==> config.mk <==
export PLATFORM = sky130hd
export DESIGN_NAME = uart_buffer_and_irq_registers_flat
export DESIGN_NICKNAME = d
export VERILOG_FILES = /design/src/sv/ubir_pkg.sv /design/src/sv/ubir_if.sv /design/src/sv/uart_buffer_and_irq_registers.sv /design/src/sv/ubir_core.sv /design/src/flat_wrapper.sv
export SDC_FILE = /design/constraint.sdc
export NUM_CORES = 1
export LEC_CHECK = 0
export ABC_AREA = 1
export ABC_CLOCK_PERIOD_IN_PS = 2600
export BUFFER_PORTS_ARGS = -buffer_cell sky130_fd_sc_hd__buf_2
export CAP_MARGIN = 30
export CORE_MARGIN = 1.5
export CORE_UTILIZATION = 45
export CTS_CLUSTER_DIAMETER = 80
export DETAILED_ROUTE_END_ITERATION = 10
export GPL_ROUTABILITY_DRIVEN = 1
export PLACE_DENSITY = 0.66
export SLEW_MARGIN = 10
export SYNTH_ARGS = -nofsm -noshare
export SYNTH_HDL_FRONTEND = slang
export SYNTH_SLANG_ARGS = --single-unit
==> constraint.sdc <==
create_clock -name clk_i -period 2.6 [get_ports clk_i]
set_clock_uncertainty 0.2 [all_clocks]
set_input_delay 0.26 -clock clk_i [delete_from_list [all_inputs] [get_ports clk_i]]
set_output_delay 0.26 -clock clk_i [all_outputs]
set_load 0.02 [all_outputs]
==> src/sv/ubir_pkg.sv <==
`default_nettype none

package ubir_pkg;

  typedef enum logic [1:0] {
    OP_READ    = 2'd0,
    OP_WRITE   = 2'd1,
    OP_TX_DONE = 2'd2,
    OP_RX_CHAR = 2'd3
  } op_e;

  // Selects 6 and 7 are unimplemented and fall to the default arm
  typedef enum logic [2:0] {
    SEL_TBUF = 3'd0,
    SEL_RBUF = 3'd1,
    SEL_TIC  = 3'd2,
    SEL_RIC  = 3'd3,
    SEL_EIC  = 3'd4,
    SEL_TBIC = 3'd5
  } sel_e;

  localparam int unsigned DataW  = 16;
  localparam int unsigned CharW  = 8;
  localparam int unsigned TxW    = 9;
  localparam int unsigned NumIc  = 4;

  localparam int unsigned IrqReqBit = 7;
  localparam int unsigned IrqEnBit  = 6;

  localparam logic [1:0] IC_TX  = 2'd0;
  localparam logic [1:0] IC_RX  = 2'd1;
  localparam logic [1:0] IC_ERR = 2'd2;
  localparam logic [1:0] IC_TBE = 2'd3;

  typedef struct packed {
    logic [1:0]       opcode;
    logic [2:0]       reg_select;
    logic [DataW-1:0] write_data;
    logic [CharW-1:0] rx_char;
  } in_item_t;

  typedef struct packed {
    logic [DataW-1:0] read_data;
    logic             tx_valid;
    logic [CharW-1:0] tx_char;
    logic             rx_accepted;
    logic             tx_overflow;
    logic             irq_request;
  } out_item_t;

endpackage

`default_nettype wire

==> src/sv/ubir_if.sv <==
`default_nettype none

interface ubir_in_if;
  logic        valid;
  logic        ready;
  logic [1:0]  opcode;
  logic [2:0]  reg_select;
  logic [15:0] write_data;
  logic [7:0]  rx_char;

  modport source (output valid, output opcode, output reg_select, output write_data,
                  output rx_char, input ready);
  modport sink (input valid, input opcode, input reg_select, input write_data,
                input rx_char, output ready);
endinterface

interface ubir_out_if;
  logic        valid;
  logic        ready;
  logic [15:0] read_data;
  logic        tx_valid;
  logic [7:0]  tx_char;
  logic        rx_accepted;
  logic        tx_overflow;
  logic        irq_request;

  modport source (output valid, output read_data, output tx_valid, output tx_char,
                  output rx_accepted, output tx_overflow, output irq_request,
                  input ready);
  modport sink (input valid, input read_data, input tx_valid, input tx_char,
                input rx_accepted, input tx_overflow, input irq_request,
                output ready);
endinterface

`default_nettype wire

==> src/sv/uart_buffer_and_irq_registers.sv <==
// Channel  Dir  Payload                                              Handshake
// in_i     in   opcode, reg_select, write_data, rx_char              valid/ready
// out_o    out  read_data, tx_valid, tx_char, rx_accepted,           valid/ready
//               tx_overflow, irq_request
//
// One transaction per cycle while out_o.ready stays high; a transaction passes
// the input register, then the register update and result register.
// The register file updates in the same cycle a transaction leaves the input
// register, so back-to-back transactions see each other's effects.
// Reset (rst_ni low, asynchronous) clears all registers and both stage valids.
// A stalled output holds its result and stops the input stage, which then
// holds one transaction and drops in_i.ready.
`default_nettype none

module uart_buffer_and_irq_registers import ubir_pkg::*; (
  input  wire logic clk_i,
  input  wire logic rst_ni,
  ubir_in_if.sink   in_i,
  ubir_out_if.source out_o
);

  in_item_t  in_q;
  logic      in_valid_q;
  out_item_t out_q;
  logic      out_valid_q;
  out_item_t result;
  logic      out_free;
  logic      exec_fire;
  in_item_t  in_item;

  assign in_item.opcode     = in_i.opcode;
  assign in_item.reg_select = in_i.reg_select;
  assign in_item.write_data = in_i.write_data;
  assign in_item.rx_char    = in_i.rx_char;

  assign out_free  = !out_valid_q || out_o.ready;
  assign exec_fire = in_valid_q && out_free;
  assign in_i.ready = !in_valid_q || exec_fire;

  ubir_core u_core (
    .clk_i     (clk_i),
    .rst_ni    (rst_ni),
    .exec_en_i (exec_fire),
    .item_i    (in_q),
    .result_o  (result)
  );

  always_ff @(posedge clk_i or negedge rst_ni) begin
    if (!rst_ni) begin
      in_valid_q  <= 1'b0;
      out_valid_q <= 1'b0;
    end else begin
      if (in_i.ready) begin
        in_valid_q <= in_i.valid;
      end
      if (out_free) begin
        out_valid_q <= in_valid_q;
      end
    end
  end

  always_ff @(posedge clk_i or negedge rst_ni) begin
    if (!rst_ni) begin
      in_q  <= '0;
      out_q <= '0;
    end else begin
      if (in_i.valid && in_i.ready) begin
        in_q <= in_item;
      end
      if (exec_fire) begin
        out_q <= result;
      end
    end
  end

  assign out_o.valid       = out_valid_q;
  assign out_o.read_data   = out_q.read_data;
  assign out_o.tx_valid    = out_q.tx_valid;
  assign out_o.tx_char     = out_q.tx_char;
  assign out_o.rx_accepted = out_q.rx_accepted;
  assign out_o.tx_overflow = out_q.tx_overflow;
  assign out_o.irq_request = out_q.irq_request;

  a_fire_fills_out: assert property (@(posedge clk_i) disable iff (!rst_ni)
    exec_fire |=> out_valid_q)
    else $error("executed transaction lost before output register");

  a_stall_holds_input: assert property (@(posedge clk_i) disable iff (!rst_ni)
    (in_valid_q && !out_free) |=> (in_valid_q && $stable(in_q)))
    else $error("input stage changed while output stalled");

  a_empty_takes_input: assert property (@(posedge clk_i) disable iff (!rst_ni)
    !in_valid_q |-> in_i.ready)
    else $error("input stage empty but not ready");

endmodule

`default_nettype wire

==> src/sv/ubir_core.sv <==
`default_nettype none

module ubir_core import ubir_pkg::*; (
  input  wire logic      clk_i,
  input  wire logic      rst_ni,
  input  wire logic      exec_en_i,
  input  wire in_item_t  item_i,
  output      out_item_t result_o
);

  logic [TxW-1:0]         tx_buf_q, tx_buf_d;
  logic [TxW-1:0]         tx_shift_q, tx_shift_d;
  logic                   tx_busy_q, tx_busy_d;
  logic                   tx_full_q, tx_full_d;
  logic [CharW-1:0]       rx_buf_q, rx_buf_d;
  logic                   rx_full_q, rx_full_d;
  logic [NumIc-1:0][DataW-1:0] ic_q, ic_d;

  logic [2:0] ic_off;
  logic [1:0] ic_idx;

  assign ic_off = item_i.reg_select - 3'(SEL_TIC);
  assign ic_idx = ic_off[1:0];

  always_comb begin
    tx_buf_d   = tx_buf_q;
    tx_shift_d = tx_shift_q;
    tx_busy_d  = tx_busy_q;
    tx_full_d  = tx_full_q;
    rx_buf_d   = rx_buf_q;
    rx_full_d  = rx_full_q;
    ic_d       = ic_q;
    result_o   = '0;

    unique case (op_e'(item_i.opcode))
      OP_READ: begin
        unique case (item_i.reg_select)
          SEL_TBUF: result_o.read_data = DataW'(tx_buf_q);
          SEL_RBUF: begin
            result_o.read_data = DataW'(rx_buf_q);
            rx_full_d = 1'b0;
          end
          SEL_TIC, SEL_RIC, SEL_EIC, SEL_TBIC: result_o.read_data = ic_q[ic_idx];
          default: result_o.read_data = '0;
        endcase
      end
      OP_WRITE: begin
        unique case (item_i.reg_select)
          SEL_TBUF: begin
            tx_buf_d = item_i.write_data[TxW-1:0];
            if (!tx_busy_q) begin
              tx_shift_d = item_i.write_data[TxW-1:0];
              tx_busy_d  = 1'b1;
              ic_d[IC_TBE][IrqReqBit] = 1'b1;
            end else if (!tx_full_q) begin
              tx_full_d = 1'b1;
            end else begin
              result_o.tx_overflow = 1'b1;
            end
          end
          SEL_RBUF: rx_buf_d = item_i.write_data[CharW-1:0];
          SEL_TIC, SEL_RIC, SEL_EIC, SEL_TBIC: ic_d[ic_idx] = item_i.write_data;
          default: ;
        endcase
      end
      OP_TX_DONE: begin
        if (tx_busy_q) begin
          result_o.tx_valid = 1'b1;
          result_o.tx_char  = tx_shift_q[CharW-1:0];
          if (tx_full_q) begin
            tx_shift_d = tx_buf_q;
            tx_full_d  = 1'b0;
            ic_d[IC_TBE][IrqReqBit] = 1'b1;
          end else begin
            tx_busy_d = 1'b0;
            ic_d[IC_TX][IrqReqBit] = 1'b1;
          end
        end
      end
      OP_RX_CHAR: begin
        if (!rx_full_q) begin
          rx_buf_d  = item_i.rx_char;
          rx_full_d = 1'b1;
          ic_d[IC_RX][IrqReqBit] = 1'b1;
          result_o.rx_accepted = 1'b1;
        end
      end
    endcase

    // irq level is taken after this transaction's update
    for (int k = 0; k < NumIc; k++) begin
      if (ic_d[k][IrqReqBit] && ic_d[k][IrqEnBit]) begin
        result_o.irq_request = 1'b1;
      end
    end
  end

  always_ff @(posedge clk_i or negedge rst_ni) begin
    if (!rst_ni) begin
      tx_buf_q   <= '0;
      tx_shift_q <= '0;
      tx_busy_q  <= 1'b0;
      tx_full_q  <= 1'b0;
      rx_buf_q   <= '0;
      rx_full_q  <= 1'b0;
      ic_q       <= '0;
    end else if (exec_en_i) begin
      tx_buf_q   <= tx_buf_d;
      tx_shift_q <= tx_shift_d;
      tx_busy_q  <= tx_busy_d;
      tx_full_q  <= tx_full_d;
      rx_buf_q   <= rx_buf_d;
      rx_full_q  <= rx_full_d;
      ic_q       <= ic_d;
    end
  end

  // second stage only holds a character while the shifter is busy
  a_full_needs_busy: assert property (@(posedge clk_i) disable iff (!rst_ni)
    tx_full_q |-> tx_busy_q)
    else $error("tx buffer full while shifter idle");

  a_rx_store: assert property (@(posedge clk_i) disable iff (!rst_ni)
    (exec_en_i && result_o.rx_accepted) |=> (rx_full_q && ic_q[IC_RX][IrqReqBit]))
    else $error("accepted character not held in rx buffer");

  a_overflow_both_busy: assert property (@(posedge clk_i) disable iff (!rst_ni)
    (exec_en_i && result_o.tx_overflow) |-> (tx_busy_q && tx_full_q))
    else $error("overflow flagged with a free transmit stage");

  a_tx_done_shift: assert property (@(posedge clk_i) disable iff (!rst_ni)
    (exec_en_i && result_o.tx_valid && tx_full_q) |=> (tx_busy_q && !tx_full_q))
    else $error("buffered character not moved into shifter");

endmodule

`default_nettype wire

==> src/flat_wrapper.sv <==
// flat-port wrapper written by rule: the top's interface ports become plain ports
module uart_buffer_and_irq_registers_flat import ubir_pkg::*;
  (clk_i, rst_ni, in_i_valid, in_i_opcode, in_i_reg_select, in_i_write_data, in_i_rx_char, in_i_ready, out_o_valid, out_o_read_data, out_o_tx_valid, out_o_tx_char, out_o_rx_accepted, out_o_tx_overflow, out_o_irq_request, out_o_ready);
  ubir_in_if in_i_i ();
  ubir_out_if out_o_i ();
  input  wire logic clk_i;
  input  wire logic rst_ni;
  input wire logic [$bits(in_i_i.valid)-1:0] in_i_valid;
  input wire logic [$bits(in_i_i.opcode)-1:0] in_i_opcode;
  input wire logic [$bits(in_i_i.reg_select)-1:0] in_i_reg_select;
  input wire logic [$bits(in_i_i.write_data)-1:0] in_i_write_data;
  input wire logic [$bits(in_i_i.rx_char)-1:0] in_i_rx_char;
  output wire logic [$bits(in_i_i.ready)-1:0] in_i_ready;
  output wire logic [$bits(out_o_i.valid)-1:0] out_o_valid;
  output wire logic [$bits(out_o_i.read_data)-1:0] out_o_read_data;
  output wire logic [$bits(out_o_i.tx_valid)-1:0] out_o_tx_valid;
  output wire logic [$bits(out_o_i.tx_char)-1:0] out_o_tx_char;
  output wire logic [$bits(out_o_i.rx_accepted)-1:0] out_o_rx_accepted;
  output wire logic [$bits(out_o_i.tx_overflow)-1:0] out_o_tx_overflow;
  output wire logic [$bits(out_o_i.irq_request)-1:0] out_o_irq_request;
  input wire logic [$bits(out_o_i.ready)-1:0] out_o_ready;
  assign in_i_i.valid = in_i_valid;
  assign in_i_i.opcode = in_i_opcode;
  assign in_i_i.reg_select = in_i_reg_select;
  assign in_i_i.write_data = in_i_write_data;
  assign in_i_i.rx_char = in_i_rx_char;
  assign in_i_ready = in_i_i.ready;
  assign out_o_valid = out_o_i.valid;
  assign out_o_read_data = out_o_i.read_data;
  assign out_o_tx_valid = out_o_i.tx_valid;
  assign out_o_tx_char = out_o_i.tx_char;
  assign out_o_rx_accepted = out_o_i.rx_accepted;
  assign out_o_tx_overflow = out_o_i.tx_overflow;
  assign out_o_irq_request = out_o_i.irq_request;
  assign out_o_i.ready = out_o_ready;
  uart_buffer_and_irq_registers u_core (.clk_i(clk_i), .rst_ni(rst_ni), .in_i(in_i_i), .out_o(out_o_i));
endmodule
# After elaboration in Yosys (flattened, before gate mapping)
# Index checks and enable logic that the tools add are counted.
[classes]
eq_ne = 16
n_mux = 49
reduce_logical = 24
n_addsub = 1
magnitude_cmp = 2
[op_table]
columns = ["op", "n"]
rows = [
  ["$bwmux W64", 1],
  ["$mux W55", 1],
  ["$mux W16", 3],
  ["$mux W8", 6],
  ["$pmux W16 S3", 1],
  ["$bmux W16 S2", 1],
  ["$demux W16 S2", 1],
  ["$pmux W8 S2", 2],
  ["$mux W31", 1],
  ["$mux W1", 21],
  ["$mux W9", 2],
  ["$mux W15", 1],
  ["$pmux W1 S2", 7],
  ["$ne A2 B2 Y1 const B", 6],
  ["$reduce_and A3 Y1", 4],
  ["$logic_and A1 B1 Y1", 7],
  ["$mux W7", 1],
  ["$eq A3 B2 Y1 const B", 2],
  ["$eq A3 B3 Y1 const B", 2],
  ["$reduce_and A6 Y1", 1],
  ["$reduce_bool A2 Y1", 3],
  ["$reduce_and A5 Y1", 1],
  ["$eq A2 B2 Y1 const B", 2],
  ["$ne A2 B1 Y1 const B", 2],
  ["11 further kinds", 13],
]
[totals]
in_bits = 33
out_inout_bits = 30
regBits = 151

# Logic depth before layout (Yosys ltp)
# Gate-level depths: netlist (run 1).
[logic_depth]
depth_word = 13
mapped_depth = 14
ltp_nobuf = 12

# Modules after synthesis
# A second synthesis (run 1) with hierarchy kept.
[unflattened]
cells_unflattened = 835
hier_area_um2 = 6974.2
[modules_own_cells]
columns = ["module", "seq_area_each_um2", "cells_per_inst", "area_each_um2", "n_inst"]
rows = [
  ["ubir_core", 2302.2, 582, 4688.2, 1],
  ["uart_buffer_and_irq_registers", 1476.4, 253, 2285.9, 1],
]

# Least setup slack after synthesis (run 1)
# OpenSTA, ideal clock, no wires.
[synth_path]
path_type = "reg-to-reg"
start = "register u_core.in_q[28] in the netlist's numbering"
end = "register u_core.u_core.ic_q[27] in the netlist's numbering"
t_required_ns = 2.277
slack_ns = 0.652
path_buffers = 2
period_less_slack_ns = 1.948
path_stages_with_launch = 10
arrival_ns = 1.626
path_cell_list = "dfrtp_1 -> inv_1 -> ha_1 -> buf_2 -> inv_1 -> nor3_4 -> nand2_2 -> buf_6 -> nand2_1 -> o21ai_1"
[synth_between]
elab_chain_cells = 2
[synth_lines]
columns = ["element", "line", "text"]
rows = [
  ["start: declaration", "uart_buffer_and_irq_registers.sv:22", "in_item_t in_q;"],
  ["start signal: assignment", "uart_buffer_and_irq_registers.sv:68", "in_q <= in_item;"],
  ["$eq A2 B1 Y1", "ubir_core.sv:35", "unique case (op_e'(item_i.opcode))"],
  ["$reduce_and A3 Y1 (no line)", "-", ""],
  ["end signal: assignment", "ubir_core.sv:114", "ic_q <= ic_d;"],
  ["end: declaration", "ubir_core.sv:17", "logic [NumIc-1:0][DataW-1:0] ic_q, ic_d;"],
]
# Every way passes these cells.
# A chain may end at the register's enable or synchronous reset.

# Final worst setup path (run 1)
[layout_path]
start = "register u_core.in_q[28] in the netlist's numbering"
end = "register u_core.u_core.ic_q[47] in the netlist's numbering"
# The elaborated chain is that of the path after synthesis.

==> impl_metrics.yaml, run 1 <==
route:
  vias: 5432
  first_iter_violations: 379
  drc: 0
  wl_per_cell_um: 16.0
  first_pass_iters: 5
  final_antenna_net_count: 0
  viasPerCell: 5.31
  wirelength_mm: 16.3
clocking:
  cts-buffers-inserted: 17
  clock_sinks: 151
  post_cts_resized: 0
  clkTransAtPathRegs_ns: 0.06
  postCtsSetupBuffers: 0
  cts.path.max_buffers: 2
  hold_buffers: 31
  cts_root_buf: "clkbuf_16"
  insertion_delay_ns: 0.42
  cts_tree: "yes"
  htreeDepth: 4
grt:
  grt_use_met2_pct: 36.1
  grt_util_met3_pct: 4.85
  grtUsageTotal_pct: 22.2
  antenna_found_initial: 0
  grt_util_met1_pct: 29.7
  grt_first_pass_wirelength_mm: 27.4
  grt_overflow: 0
  grt_pass1_vias: 5490
  top_usage_layer: "met2"
  grt_max_degree: 54
logic_synthesis:
  synthTopCellsByCount: "nand2_1 (180), dfrtp_1 (151), o21ai_0 (71)"
  synth.most_common_cell: "nand2_1"
  ys.flop_type: "dfrtp_1"
  synth_top_area_share_pct: 56.7
  yosysSeqAreaShare_pct: 56.7
  synth.top_cells.by_area: "dfrtp_1 (57%), nand2_1 (10%), o21ai_0 (5.3%)"
  yosysWarnings: 0
  synth_cell_types: 37
  synth_fp_nets: 761
  synth_edf_count: 0
  synth_area_um2: 6660
  synthCells: 724
  ys_seq_elements: 151
  syn_area_per_cell_um2: 9.20
  async_reset_ff_share_pct: 100
  synth_top_area_cell: "dfrtp_1"
critical_path:
  worst-r2r-cell-count: 8
  rrSetupSlack_ns: 0.31
  startpoint_type: "flip-flop"
  worstReg2RegStart: "u_core.in_q[28]"
  startpoint: "u_core.in_q[28]"
  crit_buf_inv: 3
  critPathArrivalTime_ns: 2.39
  crit_top_cell: "inv_1"
  reg2reg_to: "u_core.u_core.ic_q[47]"
  required_ns: 2.69
  cp_num_cells: 8
  crit_type: "reg -> reg"
  critPathTopFamily: "buffers and inverters"
  endpoint_kind: "flip-flop"
  slowest_delay_ns: 0.48
  slowest_stage: "ha_1"
  crit_fanout: 14
  crit_end: "u_core.u_core.ic_q[47]"
  path_cells: "inv_1 -> ha_1 -> inv_1 -> nor3_4 -> nand2_2 -> buf_4 -> nand2_1 -> o21ai_1"
flow_run:
  cap_violations: 0
final_layout:
  fin_nets: 866
  nFillCells: 1310
  multi_input_area_um2: 2410
  instances_no_fill: 1023
  seqCellArea_um2: 3780
  area_growth_syn_to_layout_pct: 20.7
  antennaDiodeCount: 0
  drive_gt1_share_pct: 18.8
sta:
  tns_ns: 0
  timing.final.crit_share_pct: 88.2
  drv_slew: 0
  maxSlewHeadroom_pct: 63.8
  clock.fmax_mhz: 436
  worst_slack_ns: 0.307
  setup_violations: 0
  worst_slew_pin_slew_ns: 0.543
  rsz0062_at_grt: "false"
  layout_min_cycle_time_ns: 2.29
  hold_violations: 0
placed_design:
  finalWeightedCongestion: 0.858
  dp_cells: 963
  portBuffers: 62
  place_ws_ns: 0.316
  hpwlAfterDp_mm: 11.2
floorplan:
  die_y_um: 125
  fp.dieW_um: 125
  num_rows: 44
  coreArea_um2: 14500
  start_util_pct: 46.0
  ioPinCount: 63
  die_area_um2: 15500
power_and_ir_drop:
  powerDensity_nw_per_um2: 921
  power.leakage_uw: 0.00394
  finalPower_uw: 7400
  worst_ir_drop_vdd_v: 0.000542
hold_path:
  hp-class: "in -> async"
run_status:
  status: "complete, no violations"
registers in the layout, summed over array words and instances, names as in the netlist, 8 cells and up:
signal                    count
u_core.out_o.read_data       16
u_core.in_q                  29
u_core.u_core.tx_buf_q        9
u_core.u_core.tx_shift_q      8
u_core.u_core.rx_buf_q        8
u_core.out_o.tx_char          8
u_core.u_core.ic_q           64
metal layers:
layer	part of all wire [%]	routed length (µm)	up-vias
li1	-	-	2612
met1	47	7600	2658
met2	48	7810	140
met3	3.9	631	22
met4	1.8	294	0
met5	0	0	-
worst register-to-register path, cell delays in order (launching register included):
cell and delay, ns:
dfrtp_1 0.40, inv_1 0.11, ha_1 0.48, inv_1 0.24
nor3_4 0.31, nand2_2 0.08, buf_4 0.19, nand2_1 0.09
o21ai_1 0.07
layout by cell type (no fill, tap or decap), drive strengths merged:
| cell type | instances |
|---|---|
| a21oi | 35 |
| dlygate4sd3 | 31 |
| a22o | 6 |
| a21o | 1 |
| or2 | 2 |
| o21a | 1 |
| mux2 | 8 |
| nand3 | 22 |
| o2111ai | 1 |
| clkinvlp | 3 |
| clkbuf | 18 |
| o21ai | 124 |
| clkinv | 6 |
| buf | 87 |
| o211ai | 7 |
| a221oi | 1 |
| inv | 72 |
| o221ai | 1 |
| ha | 4 |
| nand2 | 188 |
| dfrtp | 151 |
| a22oi | 26 |
| nor2 | 33 |
| a31oi | 1 |
| nand4 | 1 |
| o22ai | 8 |
| nor3 | 1 |
per-stage QoR:
step / cell area, µm² / hold slack, ns / util [%]
2_1_floorplan: 6660 / -0.236 / -
3_3_place_gp: 7210 / 0.0377 / 49.8
3_5_place_dp: 7210 / 0.0406 / 49.8
4_1_cts: 8030 / 0.175 / 55.5
5_1_grt: 8030 / 0.192 / 55.5
6_report: 8030 / 0.165 / 55.5
power by group:
group | switching, µW | internal, µW
Combinational | 1100 | 670
Clock | 968 | 1230
Sequential | 394 | 3040
logic make-up (layout without fill, tap and decap cells):
| kind of cell | Yosys count | in the layout | synth area share (%) |
|---|---|---|---|
| and+or+nand+nor | 247 | 247 | 15.3 |
| buffers and inverters | 102 | 217 | 7.06 |
| muxes | 8 | 8 | 1.35 |
| DFF | 151 | 151 | 56.7 |
| AOI/OAI and AO/OA | 212 | 212 | 18.8 |
| adders and majority gates | 4 | 4 | 0.752 |
cell type report:
class | count | share of cell area (%)
Clock inverter | 11 | 0.966
Inverter | 70 | 3.35
Timing Repair Buffer | 118 | 10.3
Tap cell | 184 | 2.87
Multi-Input combinational cell | 471 | 30.0
Clock buffer | 18 | 5.47
Sequential cell | 151 | 47.0
worst min path at each step:
stage,from,end,cells past startpoint
finish,rst_ni,u_core.u_core.tx_shift_q[7],2
global route,rst_ni,u_core.u_core.tx_shift_q[7],2
CTS,rst_ni,u_core.out_o.tx_char[7],2
detailed placement,rst_ni,u_core.out_o.tx_char[6],1
global placement,rst_ni,u_core.out_o.tx_char[6],1
floorplan,rst_ni,u_core.in_q[0],0
No activity file was read; power rests on OpenSTA's default activity.
==> run 2: changes to the inputs <==
--- a/config.mk
+++ b/config.mk
@@ -18,4 +18,5 @@
 export SLEW_MARGIN = 10
 export SYNTH_ARGS = -nofsm -noshare
 export SYNTH_HDL_FRONTEND = slang
+export SYNTH_HIERARCHICAL = 1
 export SYNTH_SLANG_ARGS = --single-unit
==> run 2 against run 1 <==
Compared with the run above: die area is 4.6% higher; global-route usage fell by 1.1 points; final cell count is 10% higher; power up 4.6%; count of clock-buffer cells in the layout up 1; area after synthesis is 4.7% higher; sequential power grew 2%; maximum frequency grew 8.3%; clock power up 7%; critical path type unchanged.
==> impl_metrics.yaml, run 2 <==
sta:
  layout_min_cycle_time_ns: 2.12
  hold_violations: 0
  timing.final.crit_share_pct: 81.4
  tns_ns: 0
  worst_slew_pin_slew_ns: 0.494
  rsz0062_at_grt: "false"
  drv_slew: 0
  clock.fmax_mhz: 472
  maxSlewHeadroom_pct: 67.1
  setup_violations: 0
floorplan:
  die_y_um: 127
  ioPinCount: 63
  start_util_pct: 46.0
  num_rows: 45
  die_area_um2: 16300
  fp.dieW_um: 127
  coreArea_um2: 15100
route:
  wirelength_mm: 15.9
  first_iter_violations: 376
  final_antenna_net_count: 0
  wl_per_cell_um: 14.2
  vias: 5666
  first_pass_iters: 6
  drc: 0
  viasPerCell: 5.03
grt:
  grtUsageTotal_pct: 21.1
  grt_overflow: 0
  grt_max_degree: 71
  grt_pass1_vias: 5341
  grt_first_pass_wirelength_mm: 26.7
  antenna_found_initial: 0
critical_path:
  endpoint_kind: "flip-flop"
  crit_fanout: 16
  slowest_delay_ns: 0.41
  critPathTopFamily: "simple AND/OR/NAND/NOR gates"
  required_ns: 2.70
  crit_top_cell: "o21ai_2"
  critPathArrivalTime_ns: 2.22
  startpoint_type: "flip-flop"
  rrSetupSlack_ns: 0.48
  crit_type: "reg -> reg"
  path_cells: "inv_1 -> ha_1 -> buf_4 -> nand2_2 -> o21ai_2 -> nand4_4 -> nand2_1 -> o21ai_2"
  crit_buf_inv: 2
  slowest_stage: "dfrtp_1"
logic_synthesis:
  synth.most_common_cell: "nand2_1"
  synth_edf_count: 0
  synth_cell_types: 32
  synth.top_cells.by_area: "dfrtp_1 (54%), nand2_1 (18%), o21ai_0 (6.1%)"
  synth_fp_nets: 872
  yosysSeqAreaShare_pct: 54.2
  ys_seq_elements: 151
  synth_top_area_share_pct: 54.2
  ys.flop_type: "dfrtp_1"
  async_reset_ff_share_pct: 100
  synthTopCellsByCount: "nand2_1 (327), dfrtp_1 (151), o21ai_0 (85)"
  synth_top_area_cell: "dfrtp_1"
  syn_area_per_cell_um2: 8.35
  synthCells: 835
  yosysWarnings: 6
  synth_area_um2: 6970
hold_path:
  hp-class: "in -> reg"
power_and_ir_drop:
  powerDensity_nw_per_um2: 932
  power.leakage_uw: 0.00425
  worst_ir_drop_vdd_v: 0.000514
clocking:
  cts.path.max_buffers: 2
  htreeDepth: 4
  clock_sinks: 151
  clkTransAtPathRegs_ns: 0.06
  cts_tree: "yes"
  postCtsSetupBuffers: 0
  cts-buffers-inserted: 17
  insertion_delay_ns: 0.42
  cts_root_buf: "clkbuf_16"
final_layout:
  area_growth_syn_to_layout_pct: 19.1
  utilization_pct: 54.8
  drive_gt1_share_pct: 15.9
  multi_input_area_um2: 2700
  seqCellArea_um2: 3780
  antennaDiodeCount: 0
  nFillCells: 1413
  largest_reg_flops: 64
  fin_nets: 963
  regMostFlops: "u_core/u_core/ic_q"
  mostFrequentLayoutCells: "nand2_1 (327), dfrtp_1 (151), o21ai_0 (85), buf_2 (61), inv_1 (57)"
  layout_commonest_cell: "nand2_1"
placed_design:
  hpwlAfterDp_mm: 10.8
  portBuffers: 62
  finalWeightedCongestion: 0.908
run_status:
  status: "complete, no violations"
flow_run:
  cap_violations: 0
[run 2: cells by family after synthesis]
logic type / count (synthesis) / synth area share, %
compound gates: 172 / 14.8
fa+ha+maj: 4 / 0.718
buf+inv: 106 / 7.07
flops: 151 / 54.2
simple gates: 402 / 23.3
[run 2: final timing paths]
kind | startpoint | to | cells after the start
max | u_core/in_q[28] | u_core/u_core/tx_shift_q[3] | 8
min | in_i_valid | u_core/in_q[1] | 3
max reg2reg | u_core/in_q[28] | u_core/u_core/tx_shift_q[3] | 8
min reg2reg | u_core/in_q[20] | u_core/in_q[20] | 2
max in group asynchronous | rst_ni | u_core/u_core/ic_q[31] | 3
min in group asynchronous | rst_ni | u_core/out_o.tx_valid | 2
[run 2: what timing repair did]
item,in CTS,in global routing
endpoints found under the hold margin,79,0
resized for setup,0,0
hold buffers,31,0
endpoints found under the setup margin,0,0
[run 2: stage by stage]
step	instances	setup WS, ns	instance area [µm²]	total power (µW)	hold WS (ns)
finish	1126	0.483	8310	7740	0.0516
global route	1126	0.265	8310	8270	0.0547
CTS	1126	0.483	8310	7800	0.0374
detailed placement	1064	0.520	7430	5380	0.0415
global placement	1064	0.575	7430	5330	0.0380
floorplan	835	0.689	6970	4800	-0.236
[run 2: power by group]
part | switching, µW | internal [µW] | leakage, µW | total (µW)
clock network | 947 | 1400 | 0.000269 | 2350
logic | 1190 | 709 | 0.00201 | 1900
registers | 434 | 3060 | 0.00197 | 3500
total | 2570 | 5180 | 0.00425 | 7740
[run 2: routing by layer]
metal  routed length (µm)  vias up  track usage [%]  part of all wire (%)
met2                 6800      126             30.5                    43
met4                  225        0             7.35                   1.4
li1                     -     2880                -                     -
met5                    0        -                0                     0
met1                 8210     2640             31.5                    52
met3                  701       20             4.36                   4.4
[run 2: layout make-up]
cell class / count / share of cell area, %
flip-flops and latches: 151 / 45.5
well taps: 188 / 2.83
multi-input cells: 578 / 32.5
clock inverters: 12 / 1.55
clock buffers: 19 / 5.21
repair buffers: 111 / 9.32
inverters: 67 / 3.06
[run 2: tightest hold or removal path: stages]
cell and delay [ns]:
buf_2 0.21, nand3_1 0.12, nand2_1 0.05
